`src/rtl/slcd_div_cell.sv`:
```
// One quotient bit cell of a pipelined restoring divider chain.
module slcd_div_cell #(
    parameter int REM_W  = 47,
    parameter int DIV_W  = 31,
    parameter int Q_W    = 17,
    parameter int BIT    = 0,
    parameter int SIDE_W = 1
) (
    input  logic              i_clk,
    input  logic              i_rst_n,
    input  logic              i_en,
    input  logic              i_valid,
    input  logic [REM_W-1:0]  i_rem,
    input  logic [DIV_W-1:0]  i_div,
    input  logic [Q_W-1:0]    i_quo,
    input  logic [SIDE_W-1:0] i_side,
    output logic              o_valid,
    output logic [REM_W-1:0]  o_rem,
    output logic [DIV_W-1:0]  o_div,
    output logic [Q_W-1:0]    o_quo,
    output logic [SIDE_W-1:0] o_side
);
    localparam int T_W = DIV_W + BIT;
    localparam int CW  = (T_W > REM_W) ? T_W : REM_W;

    logic [CW-1:0]     w_trial;
    logic [CW-1:0]     w_rem;
    logic              w_take;
    logic              r_valid;
    logic [REM_W-1:0]  r_rem;
    logic [DIV_W-1:0]  r_div;
    logic [Q_W-1:0]    r_quo;
    logic [SIDE_W-1:0] r_side;

    assign w_trial = CW'(i_div) << BIT;
    assign w_rem   = CW'(i_rem);
    assign w_take  = w_rem >= w_trial;

    always_ff @(posedge i_clk) begin
        if (!i_rst_n) begin
            r_valid <= 1'b0;
        end else if (i_en) begin
            r_valid <= i_valid;
        end
    end

    always_ff @(posedge i_clk) begin
        if (i_en) begin
            r_rem  <= w_take ? REM_W'(w_rem - w_trial) : i_rem;
            r_quo  <= w_take ? (i_quo | (Q_W'(1) << BIT)) : i_quo;
            r_div  <= i_div;
            r_side <= i_side;
        end
    end

    assign o_valid = r_valid;
    assign o_rem   = r_rem;
    assign o_div   = r_div;
    assign o_quo   = r_quo;
    assign o_side  = r_side;
endmodule

```
`config.mk`:
```
export PLATFORM = sky130hd
export DESIGN_NAME = slcd_div_cell
export DESIGN_NICKNAME = d
export VERILOG_FILES = /design/src/rtl/slcd_div_cell.sv
export SDC_FILE = /design/constraint.sdc
export NUM_CORES = 1
export LEC_CHECK = 0
export BUFFER_PORTS_ARGS = -buffer_cell sky130_fd_sc_hd__buf_2
export CAP_MARGIN = 0
export CORE_MARGIN = 2
export CORE_UTILIZATION = 45
export DETAILED_ROUTE_END_ITERATION = 6
export PLACE_DENSITY = 0.84
export SLEW_MARGIN = 20
export SYNTH_ARGS = -nofsm -noshare
export SYNTH_HDL_FRONTEND = slang
export SYNTH_SLANG_ARGS = --single-unit
```
`constraint.sdc`:
```
create_clock -name i_clk -period 5.57 [get_ports i_clk]
set_input_delay 1.3925 -clock i_clk [delete_from_list [all_inputs] [get_ports i_clk]]
set_output_delay 1.3925 -clock i_clk [all_outputs]
set_load 0.005 [all_outputs]
```
Word level (Yosys, flattened, before mapping)
Cells that the tools add are included.
Widths: inputs -> output; s select.
Word-level totals
  output and inout port bits: 97
  register bits after elaboration: 97
  logic and storage cells: 9
  bits of input ports: 100
Cells by class
  mux-type cells: 1
  add/sub/neg operators: 1
  order comparisons: 1
Operator list (count)
  $ge 47x31->1: 1
  $mux 47: 1
  $sub 47x31->47: 1

Longest topological paths before layout
Gate-level depths: netlist (run 1).
  word-level depth: 2
  gate-level depth with buffers: 14

Worst setup path before layout (run 1)
No wires, ideal clock.
  path type: input -> register
  from: input i_rem[0]
  to: register r_rem[40] (netlist: o_rem[40]) (data pin)
  slack: 1.651 ns
  required time: 5.312 ns
  setup time: 0.258 ns
  cell stages on the path: 12
  arrival: 3.662 ns
  cells stage by stage: inv_1 ha_1 inv_1 fa_1 a21o_1 a311oi_1 nor4_1 nor4_1 nor4_1 nor3_1 nand3_1 xnor2_1
On the way
  cells in the longest elaborated chain, start to end: 2
Ends and longest elaborated chain
  start: declaration: line 13  | input logic [REM_W-1:0] i_rem,
  $sub 47x31->47 or $ge 47x31->1 (tied branches): line 49, 37
  $mux 47 (*): line 49  | r_rem <= w_take ? REM_W'(w_rem - w_trial) : i_rem;
  end signal: assignment: line 49
  end: declaration: line 30  | logic [REM_W-1:0] r_rem;
Mark *: on every way between the ends. The rest lies on a longest branch, timed or not.
A chain may end at the register's enable or synchronous reset.

Final worst setup path (run 1)
Same ends and word-level chain as after synthesis.

==> results.py, run 1 <==
metrics = {
    "critical_path": {
        "cp_data_arrival_time_ps": 4230,
        "path_cells": "buf_2 > inv_1 > ha_1 > inv_1 > fa_1 > a21o_1 > a311oi_1 > nor4_1 > nor4_1 > nor4_1 > nor3_1 > nand3_1 > xnor2_1",
        "crit_buf_inv": 3,
        "startpoint_type": "input pin",
        "cpMostUsedCell": "nor4_1",
        "end_kind": "register",
        "worstSetupPathType": "input pin to register",
        "slowest_stage": "nor4_1",
        "worst_path_largest_cell_delay_ps": 450,
        "required_ps": 5670,
        "crit_fanout": 3,
        "cp_top_family": "simple AND/OR/NAND/NOR gates",
    },
    "clock_tree": {
        "cts.repair.resized": 0,
        "cts_made_buffers": 9,
        "cts_root_buffer": "clkbuf_16",
        "cts_tree": "done",
        "clock_sinks": 97,
        "cts.reportedPaths.clkPinSlew_ps": 60,
        "post_cts_buffers": 0,
        "cts_hold_buffers": 0,
        "ctsLongestPathBuffers": 2,
        "clk_latency_ps": 350,
        "h-tree-depth": 3,
    },
    "drt": {
        "vias": 4778,
        "drtIter0Drc": 303,
        "drt_pre_antenna_iters": 5,
        "wl_per_cell_um": 16.1,
        "route.detailed.drc": 0,
        "via_per_inst": 5.39,
        "postRouteAntennaNets": 0,
        "wl_um": 14300,
    },
    "flow_run": {
        "cap_violations": 0,
    },
    "timing": {
        "finClkSkew_ps": 0,
        "setup_viol": 0,
        "fin_tns_setup_ps": 0,
        "rsz0062_at_grt": "false",
        "final_hold_viol_count": 0,
        "max_freq_mhz": 242,
        "min_period_ps": 4130,
        "slew_headroom_pct": 54.3,
        "timing.final.crit_share_pct": 74.1,
        "slew_viol_final": 0,
        "hold_ws_ps": 524,
        "tightest_slew_ps": 685,
    },
    "grt": {
        "antenna_found_initial": 1,
        "grt_pass1_vias": 4516,
        "grt_max_degree": 54,
        "grt_overflow": 0,
        "grt_pass1_wl_um": 22100,
        "grtUsageTotal_pct": 21.3,
    },
    "yosys": {
        "yosys.area.top_type": "edfxtp_1",
        "synth_ff_type": "edfxtp_1",
        "ys_warn_count": 0,
        "ys_top_cells_by_area": "edfxtp_1 (51%), ha_1 (6.9%), a21oi_1 (5.2%), xnor2_1 (4.4%), nor2_1 (3.3%)",
        "synth.cell_area_um2": 5630,
        "ys_seq_area_share_pct": 51.5,
        "synth_edf_count": 96,
        "ys_ff_latch": 97,
        "synth_fp_nets": 658,
        "synthArstFlopShare_pct": 0,
        "synth_cell_types": 55,
        "yosys.area.top_type_share_pct": 51.2,
        "avgSynthCellArea_um2": 10.7,
        "synth_cells": 526,
    },
    "placed_design": {
        "gp_congestion": 0.903,
        "port_buffers": 196,
        "place_hpwl_um": 11200,
    },
    "min_path": {
        "hold_class": "register to register",
    },
    "floorplanning": {
        "core_um2": 12100,
        "start_util_pct": 46.5,
        "die_w_um": 116,
        "fp.dieH_um": 116,
        "rows": 40,
        "num_io_pins": 197,
        "dieArea_um2": 13400,
    },
    "pwr": {
        "powerDensity_nw_per_um2": 271,
        "p_leak_uw": 0.00307,
        "ir_worst_vdd_uv": 144,
    },
    "layout": {
        "areaGrowthSynthToFinish_pct": 24.6,
        "fin_nets": 847,
        "drive_gt1_share_pct": 31.1,
    },
    "run_status": {
        "status": "completed",
    },
}
==> layout make-up <==
type | instances | area, um2
flip-flops and latches | 97 | 2900
diodes | 1 | 2.50
clock inverters | 3 | 21.3
fillers | 1086 | 5090
multi-input cells | 368 | 2500
inverters | 40 | 150
well taps | 168 | 210
repair buffers | 199 | 1010
clock buffers | 10 | 229
==> metal layers <==
metal	up-vias	wire (um)	global-route usage [%]
met1	2198	6030	27.1
met5	-	0	0
met4	0	570	11.5
met3	40	967	4.34
met2	218	6720	34.3
li1	2322	-	-
==> registers in the layout, indices dropped and copies added, names as in the netlist <==
register / count
o_div: 31
o_quo: 17
o_rem: 47
o_side: 1
o_valid: 1
==> worst reg2reg max path, stage by stage (launching register included) <==
cell     delay, ps
dfxtp_1        310
mux2i_1        120
nor2b_1         60
==> where the power goes <==
part           total (uW)  internal [uW]  switching (uW)
combinational         433            192             241
sequential            919            900            19.0
clock                 548            295             253
total                1900           1390             513
==> cells by family after synthesis <==
| group | after synthesis | share of synthesized area (%) |
|---|---|---|
| and+or+nand+nor | 157 | 14.2 |
| AOI/OAI and AO/OA | 129 | 14.8 |
| DFF | 97 | 51.5 |
| buffers and inverters | 61 | 4.20 |
| xor gates and xnor gates | 44 | 6.84 |
| adders and majority gates | 32 | 7.24 |
| muxes | 6 | 1.18 |
==> layout by cell type (no fill, tap or decap), drive strengths merged, types with 16 or more instances in the layout <==
master	netlist	layout
inv	40	40
nor2	50	50
xnor2	28	28
xor2	16	16
ha	31	31
a21oi	59	59
edfxtp	96	96
nand2	30	30
buf	6	199
o21ai	16	16
==> final timing paths <==
path	start	slack, ps	endpoint	depth (start not counted)
worst max-delay path	i_rem[0]	1440	o_rem[40]$_DFFE_PP_	13
worst min-delay path	o_valid$_SDFFE_PN0P_	520	o_valid$_SDFFE_PN0P_	2
worst min register to register	o_valid$_SDFFE_PN0P_	520	o_valid$_SDFFE_PN0P_	2
worst max register to register	o_valid$_SDFFE_PN0P_	4980	o_valid$_SDFFE_PN0P_	2
==> synthesized netlist by cell type (3+ instances only) <==
master / number
o21bai_1: 4
nor4_1: 10
nand4_1: 8
nor2b_1: 4
edfxtp_1: 96
mux2_1: 5
nor3_1: 7
inv_1: 40
nand2_1: 30
buf_2: 6
and4_1: 4
o211ai_1: 6
nor2_1: 49
nand3_1: 13
clkbuf_1: 15
o21ai_0: 16
a31oi_1: 5
a21oi_1: 59
xor2_1: 16
a311oi_1: 4
and3_1: 4
or3_1: 5
nand3b_1: 5
and2_1: 3
or4_1: 4
a21o_1: 14
ha_1: 31
xnor2_1: 28
or2_2: 3
==> per-stage QoR <==
step	util, %	power, uW	std cells	setup slack [ps]	area, um2
floorplan	-	1170	526	1650	5630
detailed placement	55.9	1360	872	1120	6770
finish	57.9	1900	886	1440	7020
global placement	55.9	1350	872	1170	6770
global route	57.9	1990	886	1200	7020
CTS	57.9	1910	885	1490	7020
Note: power is estimated with default switching activity, not from simulation.
==> run 2, diff against run 1 <==
PLACE_DENSITY = 0.87   (was 0.84)
clock period = 3.4 ns   (was 5.57 ns; I/O delays follow)
==> run 2 against run 1 <==
Global-route usage is 0.93 points higher. Wire length is 2.6% higher. Hold slack better by 1.9 ps. Clock power is 65% higher. Non-clock buffer count is 54 higher. Clock-buffer cell count is 3 higher. Critical path type unchanged. Largest cell class unchanged. Highest routed layer unchanged.
==> results.py, run 2 (synthesis gave the netlist of run 1 again) <==
metrics = {
    "grt": {
        "grtUsageTotal_pct": 22.3,
        "grt_max_degree": 51,
        "antenna_found_initial": 0,
        "grt_pass1_wl_um": 23300,
        "grt_pass1_vias": 4844,
        "grt_overflow": 0,
    },
    "drt": {
        "wl_um": 14700,
        "wl_met1_um": 6150,
        "route.detailed.drc": 0,
        "wl_per_cell_um": 15.6,
        "via_per_inst": 5.26,
        "vias": 4946,
        "drt_pre_antenna_iters": 5,
        "drtIter0Drc": 342,
        "wl_met2_um": 7100,
        "top_layer": "met4",
        "wl_met3_um": 1010,
        "postRouteAntennaNets": 0,
    },
    "placed_design": {
        "gp_congestion": 0.904,
        "port_buffers": 196,
        "place_hpwl_um": 11800,
        "dpl_cell_area_um2": 7180,
        "dp.cells": 926,
    },
    "layout": {
        "areaGrowthSynthToFinish_pct": 32.5,
        "final_common_cell": "buf_2",
        "fill_cells": 1049,
        "layout.cells.non_filler": 941,
        "post-route-cell-area_um2": 7460,
        "fin_nets": 901,
        "drive_gt1_share_pct": 36.4,
        "antenna_cells": 0,
        "final_core_util_pct": 61.6,
        "layout_common_cells": "buf_2 (195), edfxtp_1 (96), a21oi_1 (59)",
        "largest_reg_flops": 47,
    },
    "critical_path": {
        "timing.rr.end": "o_valid$_SDFFE_PN0P_",
        "r2r_slack_ps": 2810,
        "endpoint": "o_rem[40]$_DFFE_PP_",
        "end_kind": "register",
        "cp_data_arrival_time_ps": 3340,
        "worstSetupPathType": "input pin to register",
        "timing.rr.start": "o_valid$_SDFFE_PN0P_",
        "worstSetupStartpoint": "i_rem[0]",
        "startpoint_type": "input pin",
        "r2r_cells": 2,
        "required_ps": 3500,
        "crit_fanout": 3,
    },
    "run_status": {
        "status": "completed",
    },
    "min_path": {
        "hold_start": "o_valid$_SDFFE_PN0P_",
        "hold_class": "register to register",
    },
    "flow_run": {
        "cap_violations": 0,
    },
    "timing": {
        "finClkSkew_ps": 0,
        "slew_viol_final": 0,
        "final_hold_viol_count": 0,
        "tightest_slew_ps": 623,
        "min_period_ps": 3230,
        "max_freq_mhz": 309,
        "setup_viol": 0,
        "timing.final.crit_share_pct": 95.1,
        "slew_headroom_pct": 58.4,
    },
    "clock_tree": {
        "cts_root_buffer": "clkbuf_16",
        "post_cts_buffers": 0,
        "cts_tree": "done",
        "clk_latency_ps": 350,
        "h-tree-depth": 3,
        "ctsLongestPathBuffers": 2,
        "cts_hold_buffers": 0,
        "cts_made_buffers": 9,
        "cts.reportedPaths.clkPinSlew_ps": 60,
        "clock_sinks": 97,
    },
    "pwr": {
        "p_leak_uw": 0.00333,
        "ir_worst_vdd_uv": 220,
        "powerDensity_nw_per_um2": 428,
    },
    "floorplanning": {
        "start_util_pct": 46.5,
        "rows": 40,
        "fp.dieH_um": 116,
        "num_io_pins": 197,
        "dieArea_um2": 13400,
        "die_w_um": 116,
        "core_um2": 12100,
    },
}
run 2: cell count changes in the layout (fill, tap and decap cells not counted):
cell        delta
a311oi_2       +1
clkbuf_1       +3
nor4_2         +2
clkinv_1       -1
clkinvlp_4     +1
a311oi_1       -1
nor3_1         -1
buf_12         +1
clkinv_4       -1
nor4_1         -2
buf_4         +53
nor3_2         +1
diode_2        -1
run 2: power breakdown:
group	total (uW)	internal, uW	switching (uW)
clock	906	494	412
sequential	1510	1470	30.8
combinational	786	372	415
run 2: final cells by class:
type | count | area (um2) | area share [%]
Timing Repair Buffer | 253 | 1420 | 19.1
Clock inverter | 2 | 16.3 | 0.218
Inverter | 40 | 150 | 2.01
Clock buffer | 13 | 240 | 3.22
Sequential cell | 97 | 2900 | 38.9
Tap cell | 168 | 210 | 2.82
Multi-Input combinational cell | 368 | 2520 | 33.8
run 2: per-stage QoR:
stage / setup TNS (ps) / total power (uW) / hold slack, ps / worst slack [ps]
detailed placement: -2100 / 2310 / 519 / -415
CTS: 0 / 3210 / 533 / 104
global placement: -430 / 2290 / 492 / -131
global route: -10.6 / 3360 / 590 / -10.6
finish: 0 / 3200 / 526 / 165
floorplan: 0 / 1920 / 507 / 23.0
run 2: worst min-delay path by stage:
stage | endpoint | slack [ps] | cells after the start
floorplan | o_valid$_SDFFE_PN0P_ | 510 | 2
global placement | o_valid$_SDFFE_PN0P_ | 490 | 2
detailed placement | o_valid$_SDFFE_PN0P_ | 520 | 2
CTS | o_valid$_SDFFE_PN0P_ | 530 | 2
global route | o_valid$_SDFFE_PN0P_ | 590 | 2
finish | o_valid$_SDFFE_PN0P_ | 530 | 2
run 2: critical path: stages:
cell and delay [ps]:
buf_2 100, inv_1 50, ha_1 160, inv_1 60, fa_1 380, a21o_1 230, a311oi_2 350, nor4_2 110
nor4_2 320, nor4_1 120, nor3_2 320, nand3_1 150, xnor2_1 140
run 2: layer usage:
metal,up-vias,global-route usage (%)
li1,2433,-
met5,-,0
met3,32,4.45
met1,2286,28.1
met4,0,10.0
met2,195,37.2
run 2: timing repair:
item / in CTS / in global routing
resized for setup: 1 / 3
setup endpoints to repair: 1 / 6
cloned: 0 / 0
endpoints found under the hold margin: 0 / 0
