**config.mk**
```make
export PLATFORM = sky130hd
export DESIGN_NAME = slcd_sqrt_cell
export DESIGN_NICKNAME = d
export VERILOG_FILES = /design/src/rtl/slcd_sqrt_cell.sv
export SDC_FILE = /design/constraint.sdc
export NUM_CORES = 1
export LEC_CHECK = 0
export BUFFER_PORTS_ARGS = -buffer_cell sky130_fd_sc_hd__buf_2
export CAP_MARGIN = 20
export CORE_MARGIN = 8
export CORE_UTILIZATION = 47
export CTS_CLUSTER_DIAMETER = 80
export DETAILED_ROUTE_END_ITERATION = 7
export GPL_TIMING_DRIVEN = 0
export PLACE_DENSITY = 0.77
export RECOVER_POWER = 25
export SYNTH_ARGS = -nofsm -noshare
export SYNTH_HDL_FRONTEND = slang
export SYNTH_SLANG_ARGS = --single-unit
```
**constraint.sdc**
```tcl
create_clock -name i_clk -period 2.9 [get_ports i_clk]
set_clock_uncertainty 0.1 [all_clocks]
set_input_delay 0.29 -clock i_clk [delete_from_list [all_inputs] [get_ports i_clk]]
set_output_delay 0.29 -clock i_clk [all_outputs]
set_load 0.02 [all_outputs]
```
**src/rtl/slcd_sqrt_cell.sv**
```systemverilog
// One digit cell of the pipelined square root chain.
module slcd_sqrt_cell #(
    parameter int REM_W  = 62,
    parameter int ROOT_W = 31,
    parameter int BIT    = 0,
    parameter int SIDE_W = 1
) (
    input  logic              i_clk,
    input  logic              i_rst_n,
    input  logic              i_en,
    input  logic              i_valid,
    input  logic [REM_W-1:0]  i_rem,
    input  logic [ROOT_W-1:0] i_root,
    input  logic [SIDE_W-1:0] i_side,
    output logic              o_valid,
    output logic [REM_W-1:0]  o_rem,
    output logic [ROOT_W-1:0] o_root,
    output logic [SIDE_W-1:0] o_side
);
    localparam int CW = REM_W + 1;

    logic [CW-1:0]     w_trial;
    logic [CW-1:0]     w_rem;
    logic              w_take;
    logic              r_valid;
    logic [REM_W-1:0]  r_rem;
    logic [ROOT_W-1:0] r_root;
    logic [SIDE_W-1:0] r_side;

    assign w_trial = (CW'(i_root) << (BIT + 1)) | (CW'(1) << (2 * BIT));
    assign w_rem   = CW'(i_rem);
    assign w_take  = w_rem >= w_trial;

    always_ff @(posedge i_clk) begin
        if (!i_rst_n) begin
            r_valid <= 1'b0;
        end else if (i_en) begin
            r_valid <= i_valid;
        end
    end

    always_ff @(posedge i_clk) begin
        if (i_en) begin
            r_rem  <= w_take ? REM_W'(w_rem - w_trial) : i_rem;
            r_root <= w_take ? (i_root | (ROOT_W'(1) << BIT)) : i_root;
            r_side <= i_side;
        end
    end

    assign o_valid = r_valid;
    assign o_rem   = r_rem;
    assign o_root  = r_root;
    assign o_side  = r_side;
endmodule

```
======== After elaboration in Yosys (flattened, before gate mapping) ========
Cells that the tools add are included.
word-level totals
  flip-flop bits (word level) ............. 95
  memory bits (writable) .................. 0
  logic and storage cells ................. 8
  memories ................................ 0
  bits in latches ......................... 0
  output and inout bits ................... 95
  bits in read-only memories .............. 0
  bits of input ports ..................... 98
cells by class
  order comparisons ....................... 1
  multiplexer cells ....................... 1
  bitwise gates (word level) .............. 0
  reductions and logical operators ........ 0
  add/subtract/negate cells ............... 1
  div/mod/pow operators ................... 0
  shift-type cells ........................ 0
  equality and inequality tests ........... 0
  $mul .................................... 0
operator list
  cell              number
  $ge A62 B32 Y1    1
  $mux W62          1
  $sub A62 B32 Y62  1

======== Depth between registers and ports, before layout ========
Gate-level depths: netlist of the first run.
  word-level depth ........................ 2
  depth in mapped cells ................... 13
  depth with buffers taken out ............ 11

======== Worst setup path after synthesis of the first run ========
Ideal clock, no wire load.
  kind .................................... in2reg
  start ................................... input i_root[30]
  end ..................................... register r_rem[28], in the netlist o_rem[28], data pin
  required time ........................... 2.530 ns
  buffers on the path ..................... 2
  cell stages on the path ................. 12
  data arrival time ....................... 2.655 ns
  setup slack ............................. -0.125 ns
  library setup time ...................... 0.270 ns
  cells stage by stage .................... inv_1 > ha_1 > buf_2 > a2111oi_2 > nand3_1 > nor4_1 > o41ai_2 > a31oi_4 > nand2_1 > clkbuf_1 > nor2_1 > a21oi_1
between the ends
  longest elaborated chain between the ends .. 2
ends and longest elaborated chain
  item                  line  source
  start, declared       13    input logic [ROOT_W-1:0] i_root,
  $ge A62 B32 Y1        32    assign w_take = w_rem >= w_trial;
  $mux W62              44    r_rem <= w_take ? REM_W'(w_rem - w_trial) : i_rem;
  end signal, assigned  44
  end, declared         26    logic [REM_W-1:0] r_rem;
No other way between the ends.
A chain may end at the register's enable or synchronous reset.

======== Worst setup path after layout of the first run ========
  start ................................... input i_root[11]
  end ..................................... register r_rem[53], in the netlist o_rem[53], data pin
between the ends
  longest elaborated chain between the ends .. 2
  elaborated cells between the ends (all ways) .. 3
  those cells by class .................... add/sub (1); order compare (1); mux (1)
ends and longest elaborated chain
  item                                                line
  $sub A62 B32 Y62 or $ge A62 B32 Y1 (tied branches)  44, 32
  $mux W62 *                                          44
Mark *: on every way between the ends. The rest lies on a longest branch, timed or not.

==> results of run 1 <==
-- metal layers --
metal	routed length, um	vias to the layer above
met5	0	-
met4	427	0
met1	7670	2634
met3	1500	41
li1	-	2642
met2	9710	237
-- cell families after synthesis --
logic type,count (synthesis)
mux,1
simple gates,202
flops,95
fa+ha+maj,33
buf+inv,58
compound gates,149
xor+xnor,61
-- registers in the layout, indices dropped and copies added, names as in the netlist --
name,cells
o_rem,62
o_root,31
o_side,1
o_valid,1
-- through the flow --
step / utilization, % / cells / hold slack, ns / cell area (um2) / power (mW)
global placement: 58.1 / 961 / 0.367 / 7330 / 2.78
floorplan: - / 599 / 0.289 / 6160 / 2.42
CTS: 62.8 / 980 / 0.00741 / 7930 / 4.11
finish: 65.5 / 991 / 0.00923 / 8260 / 4.17
detailed placement: 58.3 / 962 / 0.378 / 7360 / 2.80
global route: 65.4 / 990 / 0.00292 / 8260 / 4.33
-- where the power goes --
part           internal (mW)  switching (mW)  total, mW
Clock                  0.750           0.516       1.27
Combinational          0.447           0.728       1.17
Sequential              1.70          0.0371       1.73
Total                   2.89            1.28       4.17
-- area by class of cell --
type                    count  share of cell area, %
inverters                  42                   1.91
clock buffers               9                   2.73
flip-flops and latches     95                   34.4
diodes                      1                 0.0303
multi-input cells         446                   42.9
repair buffers            207                   13.3
plain buffers              12                   1.15
well taps                 172                   2.61
clock inverters             7                   1.05
-- worst max path at each step --
stage	depth (start not counted)	endpoint	startpoint	slack (ns)
floorplan	10	o_rem[53]	i_root[9]	-0.01
global placement	13	o_rem[29]	i_root[30]	-0.88
detailed placement	11	o_rem[61]	i_root[0]	-0.93
CTS	13	o_rem[53]	i_root[16]	0.002
global route	11	o_rem[35]	i_root[0]	-0.06
finish	12	o_rem[53]	i_root[11]	0.03
-- worst max-delay path, stage by stage --
cell	delay [ns]
clkbuf_1	0.12
inv_1	0.09
ha_4	0.30
nand2_4	0.06
a21o_1	0.19
a2111oi_4	0.36
o21ai_4	0.13
a311o_4	0.49
a2111oi_4	0.35
buf_4	0.20
and4b_1	0.22
xor2_1	0.07
-- synthesized netlist by cell type (all sizes together) (2+ instances only) --
cell     instances
edfxtp          94
a21oi           66
nand2           52
nor2            52
inv             42
xnor2           35
ha              32
o21ai           28
xor2            26
nand3           17
nor4            16
nand4           15
a21o            14
nor3            12
clkbuf           9
buf              7
nor2b            7
o21bai           7
or3              7
a211oi           6
and2             5
a2111oi          4
a21boi           4
o211ai           4
or4              4
a31oi            3
and3             3
nand4b           3
a221o            2
a221oi           2
nand2b           2
nor3b            2
o21a             2
o221ai           2
-- timing repair --
item | CTS | global route
endpoints found under the setup margin | 60 | 59
setup buffers | 6 | 11
resized for setup | 45 | 57
pin swaps | 10 | 25
==> metrics, run 1 <==
run status=finished, violations left; failing checks=capacitance limit, slew limit; WP data required=just under 3 ns; Hold Path Class=primary input to register; Core ar.=about 0.013 mm2; FMAX=roughly 350 MHz; main combinational cell family by area after synthesis=simple AND/OR/NAND/NOR gates; final period utilization=98.9%; initial antenna violation count=0; ys async rst share=0%; #FFs+latches synth=95; Synthesized Nets=730; RD Place Congestion=approximately 0.87; share of cells above drive strength 1=a little under two fifths; first-pass GRT wire length=a little under 30000 um; met3 GRT Util=~4.8%; dpl ws=-0.927 ns; PnR worst setup slack=about 0.032 ns; most frequent cells in the layout=buf_2 (181), edfxtp_1 (94), a21oi_1 (62); grt ovf=0; CTS root buf=clkbuf_16; worst r2r src=o_valid; drt initial violations=around 460; crit path DAT=2.88 ns; GRT Resource Usage Total=about 22%; worst-path maximum fanout=7; CTS tree=built; RSZ-0062 raised after global routing=yes; largest area contributor in the netlist=edfxtp_1; Yosys cell types=58; # clock sinks=95; HP Start=i_root[30]; vias in the first global route=5753; WHS Path Cells=1; Yosys warnings=0; peak supply drop=roughly 0.4 mV; Routed WL=between 15000 and 20000 um; kind of end point of the critical path=register; vias per inst=roughly 5.6; Final Setup Violations=0; post-synth top area share=46.5%; Ports=about 190; Max Cap Viol=1; synthesized area=about 0.0061 mm2; Synth Area in Compound Gates=between 15 and 20%; wire per inst=about 20 um; sequential area share after synthesis=46.8%; multi-input logic area=roughly 0.0035 mm2; Residual DRC=0; grt peak-use layer=met2; Reg2Reg Depth=2; die width=around 130 um; Post-Synth Adder-Cell Area=6.92%; register area=roughly 0.0028 mm2; simple-gate share of the synthesized area=17.2%; routed vias=~5600; DIE HEIGHT=about 130 um; P per Cell Area=505 mW/mm2; Final Max Tran Viols=37; DR pass1 iterations=5; post-route ant nets=0; TritonCTS Buffers=9; Leak Pwr=between 3 and 4 nW; HPWL after detailed placement=~15000 um; nets@finish=roughly 940; worst r2r dst=o_valid; setup slack, reg-to-reg=between 2 and 2.5 ns; largest net degree at the start of global routing=60; DIE AREA=0.0168 mm2; CTS Hold Bufs=0; Initial Util=48.1%; Worst Tran Pin Value=approximately 2.2 ns; Hold Path Sink=o_root[30]; number of H-tree levels=3; met1 Use GR=around 26%; CTS Buffer Depth=2; port bufs=190; Layout fillers=between 1000 and 1500; met2 usage=between 30% and 40%; mux cell area share after synthesis=less than 1%; Final Hold Fails=0; max_slew headroom=-46.6%; clk slew on worst S/H paths=around 0.07 ns; Synth-to-Final Area Change=36.0%; Rows=41; clk_lat worst skew=about 0.35 ns; Synth area leaders=edfxtp_1 (46%), ha_1 (6.6%), a21oi_1 (5.4%), xnor2_1 (5.0%), xor2_1 (3.8%); CP Launch Type=primary input; top_reg_cell synth=edfxtp_1; Avg Cell Area, Syn=10.1 um2; Fin Setup TNS=0 ns; critical path class=primary input to register; Final Critical Period=about 2.9 ns; Cells after Synth=about 600; commonest non-fill, non-tap cell in the layout=buf_2; Post-synth EDFFs=94; Post-Synth XOR/XNOR Area=a little under 9%
Power figures use the tool's default switching activity.
==> run 2: changes to the inputs <==
--- a/config.mk
+++ b/config.mk
@@ -5,14 +5,15 @@
 export SDC_FILE = /design/constraint.sdc
 export NUM_CORES = 1
 export LEC_CHECK = 0
+export ABC_AREA = 1
 export BUFFER_PORTS_ARGS = -buffer_cell sky130_fd_sc_hd__buf_2
 export CAP_MARGIN = 20
 export CORE_MARGIN = 8
-export CORE_UTILIZATION = 47
+export CORE_UTILIZATION = 49
 export CTS_CLUSTER_DIAMETER = 80
 export DETAILED_ROUTE_END_ITERATION = 7
 export GPL_TIMING_DRIVEN = 0
-export PLACE_DENSITY = 0.77
+export PLACE_DENSITY = 0.76
 export RECOVER_POWER = 25
 export SYNTH_ARGS = -nofsm -noshare
 export SYNTH_HDL_FRONTEND = slang
==> constraint.sdc (replaced) <==
create_clock -name i_clk -period 2.9 [get_ports i_clk]
set_clock_uncertainty 0.1 [all_clocks]
set_input_delay 0.435 -clock i_clk [delete_from_list [all_inputs] [get_ports i_clk]]
set_output_delay 0.435 -clock i_clk [all_outputs]
set_load 0.02 [all_outputs]
==> run 2 against run 1 <==
  * Register-to-register slack worse by 0.05 ns
  * Clock power about the same
  * Power rose by 0.64%
  * Sequential share of layout area fell by 3.3 points
  * The run now ends clean
  * Count of clock-buffer cells in the layout increased by 2
  * Final cell count rose by 49%
  * Flip-flop and latch count is the same
  * First-iteration DRC count is 14% higher
  * Fmax up 13%
  * Critical endpoint is now o_rem[45]
  * Critical path depth grew 2
  * Final area grew 11%
==> metrics, run 2 <==
Hold Slack=0.149 ns; Cells after Synth=~1100; ys async rst share=0%; Synth top cells by count=nand2_1 (395), inv_1 (199), nor2_1 (100); clk_lat worst skew=0.35 ns; synthesized area=about 0.0076 mm2; kind of end point of the critical path=register; Final Hold Fails=0; Worst Tran Pin Value=1.09 ns; initial antenna violation count=1; GRT Resource Usage Total=approximately a quarter; max FFs per register=62; largest net degree at the start of global routing=between 50 and 60; clk slew on worst S/H paths=0.07 ns; sequential share of power=between 40% and 50%; CTS Hold Bufs=0; HPWL after detailed placement=roughly 21000 um; CTS Buffer Depth=2; Final Max Tran Viols=0; #FFs+latches synth=95; Core ar.=approximately 0.015 mm2; Yosys cell types=36; Setup Buffers After CTS=0; Initial Util=50.1%; post-synth top area share=between 30% and 40%; die width=141 um; Synthesized Nets=around 1200; Hold Path Class=primary input to register; FMAX=between 300 and 400 MHz; WP data required=about 2.9 ns; RSZ-0062 raised after global routing=no; post-route ant nets=0; Max Cap Viol=0; max_slew headroom=27.3%; Final Setup Violations=0; top-count cell post-synth=nand2_1; register area=0.00284 mm2; CTS tree=built; largest area contributor in the netlist=edfxtp_1; drt initial violations=525; routed vias=about 7400; CTS root buf=clkbuf_16; peak supply drop=0.270 mV; DIE AREA=just under 0.02 mm2; Fin Setup TNS=0 ns; vias in the first global route=~7000; P per Cell Area=about 460 mW/mm2; Synth-to-Final Area Change=19.9%; most frequent cells in the layout=nand2_1 (395), inv_1 (199), buf_2 (178); DR pass1 iterations=5; post-CTS sizing=0; TritonCTS Buffers=9; Avg Cell Area, Syn=just over 7 um2; port bufs=192; sequential area share after synthesis=a little under two fifths; final period utilization=between 80 and 90%; nets@finish=1417; Power Total=about 4.2 mW; RD Place Congestion=between 0.9 and 1; Layout fillers=between 1500 and 2000; critical path class=primary input to register; Synth area leaders=edfxtp_1 (37%), nand2_1 (19%), inv_1 (9.8%), ha_1 (5.3%), nor2_1 (4.9%); wire per inst=between 15 and 20 um; NetSw=1.39 mW; Yosys warnings=0; Residual DRC=0; run status=completed; share of cells above drive strength 1=22.4%; Clk pwr share=29.7%; top_reg_cell synth=edfxtp_1; Routed WL=between 20000 and 25000 um; Rows=45; Comb power frac=just under 30%; vias per inst=5.03; # clock sinks=between 90 and 100; worst-path maximum fanout=10; Switching Fraction=33.1%; CP Launch Type=primary input; commonest non-fill, non-tap cell in the layout=nand2_1; multi-input logic area=0.00387 mm2; P_int=about 2.8 mW; Leak Pwr=about 4.6 nW; first-pass GRT wire length=roughly 38000 um; Post-synth EDFFs=between 90 and 100; grt ovf=0; crit path DAT=~2.5 ns; number of H-tree levels=3; Ports=193; Final Critical Period=roughly 2.5 ns; DIE HEIGHT=approximately 140 um
## run 2: per-layer routing
| layer | GRT usage (%) | routed length (um) |
|---|---|---|
| met3 | 4.29 | 1850 |
| met2 | 39.9 | 11100 |
| met5 | 0 | 0 |
| met1 | 32.2 | 11000 |
| met4 | 7.52 | 453 |
## run 2: final cells by class
type | instances | share of cell area [%]
Antenna cell | 1 | 0.0274
Inverter | 212 | 8.79
Clock buffer | 11 | 2.66
Sequential cell | 95 | 31.1
Timing Repair Buffer | 193 | 10.6
Buffer | 9 | 1.15
Multi-Input combinational cell | 766 | 42.4
Tap cell | 188 | 2.57
Clock inverter | 5 | 0.698
## run 2: kinds of logic (layout without fill, tap and decap cells)
| family | count (synthesis) | in the layout | share of synthesized area [%] |
|---|---|---|---|
| flip-flops | 95 | 95 | 37.3 |
| AND/OR/NAND/NOR | 609 | 609 | 33.0 |
| XOR/XNOR | 29 | 29 | 3.33 |
| adder cells (fa/ha/maj) | 33 | 33 | 5.52 |
| AO/OA/AOI/OAI | 95 | 95 | 8.98 |
| other | 0 | 1 | 0 |
| buffers and inverters | 221 | 430 | 11.9 |
## run 2: power by group through the flow
stage	combinational (mW)	clock (mW)	sequential, mW
3_3_place_gp	1.22	0	1.75
3_5_place_dp	1.23	0	1.75
5_1_grt	1.35	1.30	1.74
6_report	1.23	1.25	1.73
2_1_floorplan	0.591	0	1.96
4_1_cts	1.23	1.27	1.73
## run 2: final timing paths
path | startpoint | endpoint | slack (ns) | cells past startpoint
worst min-delay path | i_side | o_side | 0.15 | 1
worst max register to register | o_valid | o_valid | 2.16 | 2
worst max-delay path | i_root[28] | o_rem[45] | 0.37 | 14
worst min register to register | o_valid | o_valid | 0.45 | 2
## run 2: critical path: stages
cell      delay (ns)
clkbuf_1        0.10
inv_1           0.05
ha_1            0.33
a21oi_1         0.27
inv_1           0.08
nor2_2          0.21
nand2_1         0.08
a21oi_1         0.15
nand2_2         0.13
nand2_2         0.14
nand2_4         0.13
inv_8           0.14
buf_6           0.21
a21oi_2         0.06
## run 2: metrics by stage
stage                     instance area (um2)  utilization (%)  worst slack (ns)  cells
after floorplan                          7620                -             0.631   1082
after global placement                   8820             58.0            0.0688   1462
after detailed placement                 8850             58.2            0.0771   1463
after CTS                                9150             60.2             0.449   1479
after global routing                     9140             60.1             0.235   1480
final                                    9140             60.1             0.371   1480
